==> src/design/pra_pkg.sv <==
// ----------------------------------------------------------------------------
// pra_pkg
// Types and constants shared by the page run allocator.
// ----------------------------------------------------------------------------
package pra_pkg;

    localparam int FIELD_BITS = 40;
    localparam int TOTAL_BITS = 41;

    typedef logic [1:0] kind_t;

    localparam kind_t KIND_ALLOC = 2'd0;
    localparam kind_t KIND_FREE  = 2'd1;
    localparam kind_t KIND_TAKE  = 2'd2;

    typedef struct packed {
        kind_t                   kind;
        logic [FIELD_BITS-1:0]   page_number;
        logic [FIELD_BITS-1:0]   page_count;
    } req_t;

    typedef struct packed {
        logic [FIELD_BITS-1:0]   result_page;
        logic                    ok;
        logic [FIELD_BITS-1:0]   pages_lost;
        logic [TOTAL_BITS-1:0]   total_free;
    } rsp_t;

    typedef enum logic [4:0] {
        S_IDLE,
        S_ALLOC_RD,
        S_ALLOC_CHK,
        S_TAKE_RD,
        S_TAKE_CHK,
        S_INS_START,
        S_POS_RD,
        S_POS_CHK,
        S_INS_DEC,
        S_MIN_RD,
        S_MIN_CHK,
        S_MIN_END,
        S_DROP_RD,
        S_DROP_WR,
        S_UP_START,
        S_UP_RD,
        S_UP_WR,
        S_DONE
    } state_t;

endpackage

==> src/design/pra_engine.sv <==
// ----------------------------------------------------------------------------
// pra_engine
// Sequencer for the run table: scans, merges, evicts and shifts entries
// held in the run RAM, one entry access per step.
// ----------------------------------------------------------------------------
module pra_engine #(
    parameter int RUN_SLOTS        = 128,
    parameter int PAGE_NUMBER_BITS = 40
) (
    input  logic                              clk,
    input  logic                              rst_n,
    input  logic                              req_valid,
    output logic                              req_stall,
    input  pra_pkg::req_t                     req,
    input  logic                              load_ok,
    output logic                              done,
    output pra_pkg::rsp_t                     result,
    output logic                              rd_en,
    output logic [$clog2(RUN_SLOTS)-1:0]      rd_addr,
    input  logic [2*PAGE_NUMBER_BITS-1:0]     rd_data,
    output logic                              wr_en,
    output logic [$clog2(RUN_SLOTS)-1:0]      wr_addr,
    output logic [2*PAGE_NUMBER_BITS-1:0]     wr_data
);

    localparam int W  = PAGE_NUMBER_BITS;
    localparam int AW = $clog2(RUN_SLOTS);
    localparam int UW = $clog2(RUN_SLOTS + 1);
    localparam int DW = (W > pra_pkg::FIELD_BITS) ? W : pra_pkg::FIELD_BITS;
    localparam int TB = pra_pkg::TOTAL_BITS;
    localparam logic [W-1:0] LIMIT = '1;

    pra_pkg::state_t state_reg, state_next, ret_reg, ret_next;
    logic [UW-1:0]   idx_reg, idx_next, used_reg, used_next, pos_reg, pos_next;
    logic [UW-1:0]   small_reg, small_next;
    logic [TB-1:0]   total_reg, total_next;
    pra_pkg::kind_t  kind_reg, kind_next;
    logic [W-1:0]    first_reg, first_next, len_reg, len_next;
    logic [DW-1:0]   cnt_reg, cnt_next;
    logic [W-1:0]    prev_s_reg, prev_s_next, prev_l_reg, prev_l_next;
    logic [W-1:0]    cur_s_reg, cur_s_next, cur_l_reg, cur_l_next;
    logic [W-1:0]    min_l_reg, min_l_next;
    logic [W-1:0]    result_reg, result_next, lost_reg, lost_next;
    logic            ok_reg, ok_next;

    logic [W-1:0]    e_s, e_l, page_in, room, clip_len;
    logic [W-1:0]    alloc_len, tk_keep, tk_after;
    logic [UW-1:0]   idx_inc, idx_dec;
    logic            fit, hit, pos_less, has_prev, has_cur, mprev, mnext, full;
    logic            last, drop_more, min_take;

    assign e_s      = rd_data[2*W-1:W];
    assign e_l      = rd_data[W-1:0];
    assign page_in  = W'(req.page_number);
    assign room     = LIMIT - page_in;
    assign clip_len = (page_in == LIMIT) ? '0 :
                      (DW'(req.page_count) > DW'(room)) ? room : W'(req.page_count);
    assign idx_inc  = idx_reg + UW'(1);
    assign idx_dec  = idx_reg - UW'(1);

    assign fit       = DW'(e_l) >= cnt_reg;
    assign alloc_len = e_l - W'(cnt_reg);
    assign hit       = (first_reg >= e_s) && ((first_reg - e_s) < e_l);
    assign tk_keep   = first_reg - e_s;
    assign tk_after  = e_s + e_l - first_reg - W'(1);
    assign pos_less  = e_s < first_reg;
    assign has_prev  = idx_reg != '0;
    assign has_cur   = idx_reg < used_reg;
    assign mprev     = has_prev &&
                       ((W+1)'(prev_s_reg) + (W+1)'(prev_l_reg) == (W+1)'(first_reg));
    assign mnext     = has_cur &&
                       ((W+1)'(first_reg) + (W+1)'(len_reg) == (W+1)'(cur_s_reg));
    assign full      = used_reg >= UW'(RUN_SLOTS);
    assign last      = idx_inc == used_reg;
    assign drop_more = idx_inc < used_reg;
    assign min_take  = (idx_reg == '0) || (e_l < min_l_reg);

    assign req_stall = state_reg != pra_pkg::S_IDLE;

    // next state
    always_comb
    begin
        state_next = state_reg;
        unique case (state_reg)
            pra_pkg::S_IDLE:
            begin
                if (req_valid)
                begin
                    unique case (req.kind)
                        pra_pkg::KIND_ALLOC:
                            state_next = (used_reg == '0) ? pra_pkg::S_DONE
                                                          : pra_pkg::S_ALLOC_RD;
                        pra_pkg::KIND_TAKE:
                            state_next = (used_reg == '0) ? pra_pkg::S_DONE
                                                          : pra_pkg::S_TAKE_RD;
                        pra_pkg::KIND_FREE:
                            state_next = pra_pkg::S_INS_START;
                        default:
                            state_next = pra_pkg::S_DONE;
                    endcase
                end
            end
            pra_pkg::S_ALLOC_RD:  state_next = pra_pkg::S_ALLOC_CHK;
            pra_pkg::S_ALLOC_CHK:
            begin
                if (fit)
                    state_next = (alloc_len == '0) ? pra_pkg::S_DROP_RD : pra_pkg::S_DONE;
                else
                    state_next = last ? pra_pkg::S_DONE : pra_pkg::S_ALLOC_RD;
            end
            pra_pkg::S_TAKE_RD:   state_next = pra_pkg::S_TAKE_CHK;
            pra_pkg::S_TAKE_CHK:
            begin
                if (hit)
                    state_next = (tk_keep == '0) ? pra_pkg::S_DROP_RD
                                                 : pra_pkg::S_INS_START;
                else
                    state_next = last ? pra_pkg::S_DONE : pra_pkg::S_TAKE_RD;
            end
            pra_pkg::S_INS_START:
                state_next = (len_reg == '0) ? pra_pkg::S_DONE : pra_pkg::S_POS_RD;
            pra_pkg::S_POS_RD:
                state_next = has_cur ? pra_pkg::S_POS_CHK : pra_pkg::S_INS_DEC;
            pra_pkg::S_POS_CHK:
                state_next = pos_less ? pra_pkg::S_POS_RD : pra_pkg::S_INS_DEC;
            pra_pkg::S_INS_DEC:
            begin
                if (mprev)
                    state_next = mnext ? pra_pkg::S_DROP_RD : pra_pkg::S_DONE;
                else if (mnext)
                    state_next = pra_pkg::S_DONE;
                else if (full)
                    state_next = pra_pkg::S_MIN_RD;
                else
                    state_next = pra_pkg::S_UP_START;
            end
            pra_pkg::S_MIN_RD:    state_next = pra_pkg::S_MIN_CHK;
            pra_pkg::S_MIN_CHK:
                state_next = last ? pra_pkg::S_MIN_END : pra_pkg::S_MIN_RD;
            pra_pkg::S_MIN_END:
                state_next = (min_l_reg >= len_reg) ? pra_pkg::S_DONE : pra_pkg::S_DROP_RD;
            pra_pkg::S_DROP_RD:
                state_next = drop_more ? pra_pkg::S_DROP_WR : ret_reg;
            pra_pkg::S_DROP_WR:   state_next = pra_pkg::S_DROP_RD;
            pra_pkg::S_UP_START:  state_next = pra_pkg::S_UP_RD;
            pra_pkg::S_UP_RD:
                state_next = (idx_reg > pos_reg) ? pra_pkg::S_UP_WR : pra_pkg::S_DONE;
            pra_pkg::S_UP_WR:     state_next = pra_pkg::S_UP_RD;
            pra_pkg::S_DONE:
                state_next = load_ok ? pra_pkg::S_IDLE : pra_pkg::S_DONE;
            default:              state_next = pra_pkg::S_IDLE;
        endcase
    end

    // datapath and RAM controls
    always_comb
    begin
        ret_next    = ret_reg;
        idx_next    = idx_reg;
        used_next   = used_reg;
        pos_next    = pos_reg;
        small_next  = small_reg;
        total_next  = total_reg;
        kind_next   = kind_reg;
        first_next  = first_reg;
        len_next    = len_reg;
        cnt_next    = cnt_reg;
        prev_s_next = prev_s_reg;
        prev_l_next = prev_l_reg;
        cur_s_next  = cur_s_reg;
        cur_l_next  = cur_l_reg;
        min_l_next  = min_l_reg;
        result_next = result_reg;
        lost_next   = lost_reg;
        ok_next     = ok_reg;
        rd_en       = 1'b0;
        rd_addr     = idx_reg[AW-1:0];
        wr_en       = 1'b0;
        wr_addr     = idx_reg[AW-1:0];
        wr_data     = rd_data;
        done        = 1'b0;
        unique case (state_reg)
            pra_pkg::S_IDLE:
            begin
                if (req_valid)
                begin
                    kind_next   = req.kind;
                    first_next  = page_in;
                    cnt_next    = DW'(req.page_count);
                    len_next    = clip_len;
                    idx_next    = '0;
                    result_next = '0;
                    lost_next   = '0;
                    ok_next     = 1'b0;
                end
            end
            pra_pkg::S_ALLOC_RD, pra_pkg::S_TAKE_RD, pra_pkg::S_MIN_RD:
                rd_en = 1'b1;
            pra_pkg::S_ALLOC_CHK:
            begin
                if (fit)
                begin
                    result_next = e_s;
                    ok_next     = 1'b1;
                    total_next  = total_reg - TB'(cnt_reg);
                    ret_next    = pra_pkg::S_DONE;
                    if (alloc_len != '0)
                    begin
                        wr_en   = 1'b1;
                        wr_data = {e_s + W'(cnt_reg), alloc_len};
                    end
                end
                else
                    idx_next = idx_inc;
            end
            pra_pkg::S_TAKE_CHK:
            begin
                if (hit)
                begin
                    ok_next    = 1'b1;
                    total_next = total_reg - TB'(tk_after) - TB'(1);
                    first_next = first_reg + W'(1);
                    len_next   = tk_after;
                    ret_next   = pra_pkg::S_INS_START;
                    if (tk_keep != '0)
                    begin
                        wr_en   = 1'b1;
                        wr_data = {e_s, tk_keep};
                    end
                end
                else
                    idx_next = idx_inc;
            end
            pra_pkg::S_INS_START:
                idx_next = '0;
            pra_pkg::S_POS_RD:
                rd_en = has_cur;
            pra_pkg::S_POS_CHK:
            begin
                if (pos_less)
                begin
                    prev_s_next = e_s;
                    prev_l_next = e_l;
                    idx_next    = idx_inc;
                end
                else
                begin
                    cur_s_next = e_s;
                    cur_l_next = e_l;
                end
            end
            pra_pkg::S_INS_DEC:
            begin
                pos_next = idx_reg;
                if (mprev)
                begin
                    total_next = total_reg + TB'(len_reg);
                    wr_en      = 1'b1;
                    wr_addr    = idx_dec[AW-1:0];
                    ret_next   = pra_pkg::S_DONE;
                    if (mnext)
                        wr_data = {prev_s_reg, prev_l_reg + len_reg + cur_l_reg};
                    else
                        wr_data = {prev_s_reg, prev_l_reg + len_reg};
                end
                else if (mnext)
                begin
                    total_next = total_reg + TB'(len_reg);
                    wr_en      = 1'b1;
                    wr_data    = {first_reg, cur_l_reg + len_reg};
                end
                else if (full)
                    idx_next = '0;
            end
            pra_pkg::S_MIN_CHK:
            begin
                if (min_take)
                begin
                    min_l_next = e_l;
                    small_next = idx_reg;
                end
                idx_next = idx_inc;
            end
            pra_pkg::S_MIN_END:
            begin
                if (min_l_reg >= len_reg)
                    lost_next = len_reg;
                else
                begin
                    // evict the first smallest run, then insert
                    lost_next  = min_l_reg;
                    total_next = total_reg - TB'(min_l_reg);
                    idx_next   = small_reg;
                    ret_next   = pra_pkg::S_UP_START;
                    if (small_reg < pos_reg)
                        pos_next = pos_reg - UW'(1);
                end
            end
            pra_pkg::S_DROP_RD:
            begin
                if (drop_more)
                begin
                    rd_en   = 1'b1;
                    rd_addr = idx_inc[AW-1:0];
                end
                else
                    used_next = used_reg - UW'(1);
            end
            pra_pkg::S_DROP_WR:
            begin
                wr_en    = 1'b1;
                idx_next = idx_inc;
            end
            pra_pkg::S_UP_START:
                idx_next = used_reg;
            pra_pkg::S_UP_RD:
            begin
                if (idx_reg > pos_reg)
                begin
                    rd_en   = 1'b1;
                    rd_addr = idx_dec[AW-1:0];
                end
                else
                begin
                    wr_en      = 1'b1;
                    wr_addr    = pos_reg[AW-1:0];
                    wr_data    = {first_reg, len_reg};
                    used_next  = used_reg + UW'(1);
                    total_next = total_reg + TB'(len_reg);
                end
            end
            pra_pkg::S_UP_WR:
            begin
                wr_en    = 1'b1;
                idx_next = idx_dec;
            end
            pra_pkg::S_DONE:
                done = load_ok;
            default:
            begin
            end
        endcase
    end

    assign result.result_page = pra_pkg::FIELD_BITS'(result_reg);
    assign result.ok          = ok_reg;
    assign result.pages_lost  = pra_pkg::FIELD_BITS'(lost_reg);
    assign result.total_free  = total_reg;

    always_ff @(posedge clk or negedge rst_n)
    begin
        if (!rst_n)
        begin
            state_reg <= pra_pkg::S_IDLE;
            ret_reg   <= pra_pkg::S_DONE;
            used_reg  <= '0;
            total_reg <= '0;
            idx_reg   <= '0;
            pos_reg   <= '0;
        end
        else
        begin
            state_reg <= state_next;
            ret_reg   <= ret_next;
            used_reg  <= used_next;
            total_reg <= total_next;
            idx_reg   <= idx_next;
            pos_reg   <= pos_next;
        end
    end

    always_ff @(posedge clk)
    begin
        small_reg  <= small_next;
        kind_reg   <= kind_next;
        first_reg  <= first_next;
        len_reg    <= len_next;
        cnt_reg    <= cnt_next;
        prev_s_reg <= prev_s_next;
        prev_l_reg <= prev_l_next;
        cur_s_reg  <= cur_s_next;
        cur_l_reg  <= cur_l_next;
        min_l_reg  <= min_l_next;
        result_reg <= result_next;
        lost_reg   <= lost_next;
        ok_reg     <= ok_next;
    end

    a_used_bound: assert property (@(posedge clk) disable iff (!rst_n)
        used_reg <= UW'(RUN_SLOTS))
        else $error("run count above table size");

    a_rw_apart: assert property (@(posedge clk) disable iff (!rst_n)
        (wr_en && rd_en) |-> (wr_addr != rd_addr))
        else $error("read and write hit the same entry");

    a_done_idle: assert property (@(posedge clk) disable iff (!rst_n)
        done |=> (state_reg == pra_pkg::S_IDLE))
        else $error("done without return to idle");

    a_insert_room: assert property (@(posedge clk) disable iff (!rst_n)
        (state_reg == pra_pkg::S_UP_START) |-> !full)
        else $error("insert into full table");

    a_alloc_kind: assert property (@(posedge clk) disable iff (!rst_n)
        (state_reg == pra_pkg::S_ALLOC_CHK) |-> (kind_reg == pra_pkg::KIND_ALLOC))
        else $error("allocate scan for other request");

endmodule

==> config.mk <==
export PLATFORM = sky130hd
export DESIGN_NAME = pra_engine
export DESIGN_NICKNAME = d
export VERILOG_FILES = /design/src/design/pra_pkg.sv /design/src/design/pra_engine.sv
export SDC_FILE = /design/constraint.sdc
export NUM_CORES = 2
export LEC_CHECK = 0
export BUFFER_PORTS_ARGS = -buffer_cell sky130_fd_sc_hd__clkbuf_2
export CAP_MARGIN = 20
export CORE_MARGIN = 3
export CORE_UTILIZATION = 30
export CTS_BUF_LIST = sky130_fd_sc_hd__clkbuf_8
export DETAILED_ROUTE_END_ITERATION = 8
export PLACE_DENSITY_LB_ADDON = 0.1
export SYNTH_ARGS = -nofsm -noshare
export SYNTH_HDL_FRONTEND = slang
export SYNTH_SLANG_ARGS = --single-unit
==> constraint.sdc <==
create_clock -name clk -period 12.2 [get_ports clk]
set_clock_uncertainty 0.15 [all_clocks]
set_input_delay 1.83 -clock clk [delete_from_list [all_inputs] [get_ports clk]]
set_output_delay 1.83 -clock clk [all_outputs]
set_load 0.02 [all_outputs]
======== Yosys cells after proc, flatten, opt, wreduce, memory -nomap -nowiden ========
Index checks and enable logic that the tools add are counted.
W data, S select, Z words.
storage, ports and cells
  register bits after elaboration ......... 484
  word-level logic and storage cells ...... 227
  output and inout bits ................... 220
  input bits .............................. 166
operators by class
  magnitude comparators ................... 12
  muxes and demuxes ....................... 94
  reduce and logical (&&, ||, !) cells .... 41
  bitwise logic cells ..................... 1
  equal/unequal tests ..................... 38
  $add $sub $neg .......................... 23
operators by type and width
  kind                     count
  $mux W40                 12
  $mux W80                 5
  $pmux W40 S2             4
  $pmux W80 S4             1
  $mux W41                 6
  $pmux W41 S5             1
  $add A40 B40 Y40         5
  $sub A41 B40 Y41         3
  $ge A40 B40 Y1           3
  $logic_not A40 Y1        3
  $lt A40 B40 Y1           3
  $sub A40 B40 Y40         3
  $mux W8                  12
  $mux W5                  19
  $pmux W5 S17             1
  $add A40 B40 Y41         2
  $eq A41 B40 Y1           2
  $pmux W8 S10             1
  $reduce_bool A40 Y1      2
  $add A41 B40 Y41         1
  $sub A41 B1 Y41 const B  1
  $add A40 B1 Y40 const B  1
  $eq A40 B40 Y1 const B   1
  $eq A5 B4 Y1 const B     8
  49 further kinds         109

======== Logic depth before layout (Yosys ltp) ========
  depth in word-level cells ............... 7
  gate-level depth with buffers ........... 31
  gate-level depth less buffers ........... 30

======== Worst setup path before layout ========
Ideal clock, no wire load.
  path type ............................... input to register
  from .................................... input port rd_data[40]
  to ...................................... register prev_l_reg[0], enable pin
  cell stages on the path ................. 10
  setup slack ............................. -0.039 ns
  data required time ...................... 11.335 ns
  data arrival time ....................... 11.373 ns
  setup time .............................. 0.715 ns
  path buffers ............................ 0
  cells stage by stage .................... ha_1 fa_1 nor2b_1 o2111ai_1 a2111o_1 a31oi_1 o31ai_1 o21ai_0 nand2_1 nor4_1
between the ends
  cells in the longest elaborated chain, start to end .. 2
ends and longest elaborated chain
  item                                line               RTL
  start: declaration                  pra_engine.sv:20   input logic [2*PAGE_NUMBER_BITS-1:0] rd_data,
  $lt A40 B40 Y1                      pra_engine.sv:66   assign pos_less = e_s < first_reg;
  $reduce_and A2 Y1 (no source line)  -
  end signal: assignment              pra_engine.sv:380  prev_l_reg <= prev_l_next;
  end: declaration                    pra_engine.sv:40   logic [W-1:0] prev_s_reg, prev_s_next, prev_l_reg, prev_l_next;
No other way between the ends.
A chain may end at the register's enable or synchronous reset.

======== Worst setup path in the final report ========
  from .................................... input port rd_data[50]
  to ...................................... output port wr_data[33]
between the ends
  cells in the longest elaborated chain, start to end .. 5
  elaborated cells on any way between the ends .. 8
  those cells by class .................... add/sub: 1; order compare: 2; mux: 3; reduce/logical: 2
ends and longest elaborated chain
  item                                                          line                                 RTL
  $sub A40 B40 Y40                                              pra_engine.sv:63, pra_engine.sv:64
  $lt A40 B40 Y1 / $reduce_bool A40 Y1 (equally long branches)  pra_engine.sv:63, pra_engine.sv:225
  $logic_and A1 B1 Y1 / $mux W40 (equally long branches)        pra_engine.sv:63, pra_engine.sv:225
  $mux W40 (*)                                                  pra_engine.sv:218                    if (hit)
  $pmux W80 S4 (*)                                              pra_engine.sv:182                    unique case (state_reg)
  end: declaration                                              pra_engine.sv:23                     output logic [2*PAGE_NUMBER_BITS-1:0] wr_data
Every way passes the cells marked *; elsewhere a longest branch is shown, timed or not.

==> impl_metrics.csv <==
group,metric,value,unit
synth,postSynthAreaPerCell,8.12,sq um
cells_and_area,fillers,20059,
cells_and_area,area_growth,13.8,%
drt,totalWireLength,363,mm
sta,setup_violations,0,
synth,synth_nets,7920,
floorplan,rows,159,
power,powerDensity,268,nW/um^2
critical_path,crit_chain,"clkbuf_2, inv_1, ha_1, a21oi_1, o21ai_0, a221oi_2, o31a_1, o31a_1, o21ai_0, xor2_1, ha_1, a21o_1, a21o_1, a21o_1, a211oi_1, o211ai_1, a221o_1, o21ai_1, o2111ai_1, a221o_1, a221o_1, clkbuf_2",
drt,drc,0,
grt,grt.overflow.total,0,
place,dp_cells,9851,
floorplan,ios,386,
clock_network,clockRootBuffer,"clkbuf_8",
cells_and_area,layout.nets,8314,
critical_path,critPathKind,"in -> out",
critical_path,rr_startpoint,"first_reg[1]",
power,p_leak,27.4,nW
drt,ant_nets,0,
job,drv_cap,0,
place,port_buffers,385,
synth,synth_edf_count,409,
sta,fmax,89.7,MHz
grt,grt_pass1_vias,57823,
critical_path,cp-endpoint,"wr_data[33]",
critical_path,slowest_stage,"o21ai_1",
power,vdd_ir_drop_max,157,uV
grt,grt_pass1_wl,487,mm
synth,syn_area,57400,sq um
place,dpl_cell_area,62900,sq um
floorplan,die_w,443,um
critical_path,ff2ff_setup_slack,3.95,ns
worst_hold_path,holdCritPathClass,"reg -> reg",
clock_network,post-cts-setup-buffers,0,
critical_path,crit_start,"rd_data[50]",
critical_path,worst_ep_required_time,10.22,ns
synth,yosysSeqAreaShare,24.6,%
place,hpwl,297,mm
cells_and_area,largest_register_ffs,41,
clock_network,cts-htree-levels,3,
floorplan,die_area,197000,sq um
sta,layout_min_cycle_time,11.15,ns
place,routabilityCongestion,1.07,
sta,slew_violations,0,
drt,wl_per_cell,36.1,um
sta,hold_viol_final,0,
critical_path,cp_slowest_stage_delay,0.78,ns
clock_network,numCtsBuffers,102,
sta,tns,0,ns
clock_network,clk_pin_slew,0.05,ns
drt,dr.pass1.iters,8,
place,pre_cts_ws,1.28,ns
critical_path,startpoint_type,"input pin",
critical_path,worst_setup_path_end_kind,"output pin",
clock_network,clk_path_buf_depth,3,
synth,ys_types,106,
sta,hold_slack,0.312,ns
critical_path,ff2ff_path_depth,21,
clock_network,insertion_delay,0.95,ns
critical_path,crit_fanout,15,
sta,slew_headroom,12.9,%
grt,grt.total_usage,35.5,%
sta,worstMarginPinSlew,1.31,ns
grt,antenna_found_initial,52,
critical_path,timing.rr.end,"total_reg[10]",
power,finalPower,17.5,mW
outcome,status,"completed",
cells_and_area,regArea,14100,sq um
synth,synthArstFlopShare,15.3,%
drt,vias,61950,
synth,yosysWarnings,0,
sta,finalCritPeriodShare,91.4,%
critical_path,path_buf_inv,3,
floorplan,die_height,443,um
critical_path,cp_num_cells,22,
critical_path,crit_arrival,9.17,ns
sta,rsz0062_at_grt,"no",
cells_and_area,stdcell_count,10058,
grt,grt_max_degree,103,
drt,dr.first_iter.drc_count,8198,
clock_network,cts_hold_buffers,0,
cells_and_area,finish.utilization,34.5,%
synth,syn_inst,7067,
sta,worst_slack,1.05,ns
cells_and_area,final_layout_size_suffix_gt1_share,11.4,%
clock_network,cts_tree,"yes",
floorplan,core,189000,sq um
synth,synthFlopType,"edfxtp_1",
synth,synth-seq-cells,483,
clock_network,cts.sinks,483,
floorplan,start_util,30.4,%
cells_and_area,multi_input_area,40600,sq um
cells_and_area,fin_area,65300,sq um
critical_path,critPathTopFamily,"compound AO/OA/AOI/OAI gates",
clock_network,post_cts_resized,0,
drt,viasPerCell,6.16,
[per-layer routing]
metal,global-route usage (%),share of wire [%],vias up
li1,-,-,27276
met4,20.5,6.7,10
met1,46.6,42,30527
met5,0,0.016,-
met2,52.8,42,3399
met3,8.49,9.4,738
[report_power, final]
| part | switching, mW | internal, mW |
|---|---|---|
| Combinational | 8.40 | 4.21 |
| Clock | 0.917 | 1.13 |
| Sequential | 0.595 | 2.21 |
| Total | 9.91 | 7.56 |
[cell usage in the layout, fill, tap and decap left out, drive strengths merged, types with 30 or more instances in the layout]
cell	netlist	final
nor3	154	154
nor2	606	606
mux2i	45	45
o211ai	73	73
xor2	192	192
a221o	30	30
o22ai	30	30
dfrtp	72	72
o21a	82	82
o21ai	538	538
a31oi	64	64
xnor2	323	323
and3	78	78
buf	54	201
nand2b	75	75
edfxtp	409	409
and4	33	33
clkinv	0	36
a221oi	41	41
nand2	583	583
nor2b	54	54
or3	36	36
a211oi	94	94
inv	444	474
o31ai	47	47
nor4	80	80
a21o	235	235
a21oi	640	640
fa	51	51
o21bai	63	63
a211o	30	30
a222oi	34	34
and2	88	88
ha	636	636
nand4	143	143
clkbuf	242	493
a22oi	38	38
nand3	179	179
[cell families after synthesis]
kind of cell               share of synthesized area (%)
AOI/OAI and AO/OA                                   26.8
xor gates and xnor gates                            7.90
adders and majority gates                           15.7
buffers and inverters                               4.99
DFF                                                 24.6
muxes                                               1.06
and+or+nand+nor                                     18.9
[worst register-to-register path: stages (launching register included)]
cell,delay [ns]
edfxtp_1,0.89
inv_1,0.17
fa_1,0.47
nor2b_1,0.22
o2111ai_1,0.15
buf_4,0.20
a2111oi_0,0.37
nor3_1,0.25
o31ai_2,0.59
a21oi_1,0.17
xnor2_1,0.85
ha_1,0.41
a21o_1,0.16
a21oi_1,0.17
o21ai_0,0.14
a221oi_2,0.23
buf_4,0.29
nor2_1,0.14
a21oi_1,0.52
o211a_4,0.69
buf_4,0.52
mux2_2,0.37
[synthesized netlist by cell type, types with 45 or more instances]
cell | n | share of area (%)
a31oi_1 | 64 | 0.70
nor4_1 | 79 | 0.86
nor3_1 | 153 | 1.3
and3_1 | 78 | 0.85
xor2_1 | 192 | 2.9
clkbuf_1 | 241 | 1.6
nand2b_1 | 75 | 0.82
o31ai_1 | 45 | 0.59
nand3_1 | 179 | 1.6
a211oi_1 | 93 | 1.2
nor2b_1 | 54 | 0.59
nor2_1 | 603 | 3.9
o21ai_0 | 508 | 4.4
nand2_1 | 583 | 3.8
edfxtp_1 | 409 | 21
o21a_1 | 82 | 1.1
o211ai_1 | 72 | 0.94
a21o_1 | 235 | 3.1
fa_1 | 51 | 1.8
a21oi_1 | 637 | 5.6
mux2i_1 | 45 | 0.79
inv_1 | 443 | 2.9
ha_1 | 636 | 14
nand4_1 | 143 | 1.6
o21bai_1 | 63 | 0.82
xnor2_1 | 323 | 4.9
dfrtp_1 | 72 | 3.1
and2_1 | 88 | 0.96
[area by class of cell]
class,count,share of cell area [%]
Antenna cell,16,0.0613
Clock buffer,108,2.28
Clock inverter,82,1.23
Inverter,444,2.55
Multi-Input combinational cell,5844,62.1
Sequential cell,483,21.7
Tap cell,2495,4.78
Timing Repair Buffer,586,5.32
[worst min path at each step]
stage                       endpoint  cells past startpoint  slack (ns)       start
final                     ret_reg[0]                      2        0.31  ret_reg[0]
after global routing      ret_reg[0]                      2        0.36  ret_reg[0]
after CTS                 ret_reg[0]                      2        0.31  ret_reg[0]
after detailed placement  ret_reg[0]                      2        0.30  ret_reg[0]
after global placement    ret_reg[0]                      2        0.31  ret_reg[0]
after floorplan           ret_reg[0]                      2        0.29  ret_reg[0]
(Power assumes the default switching activity.)
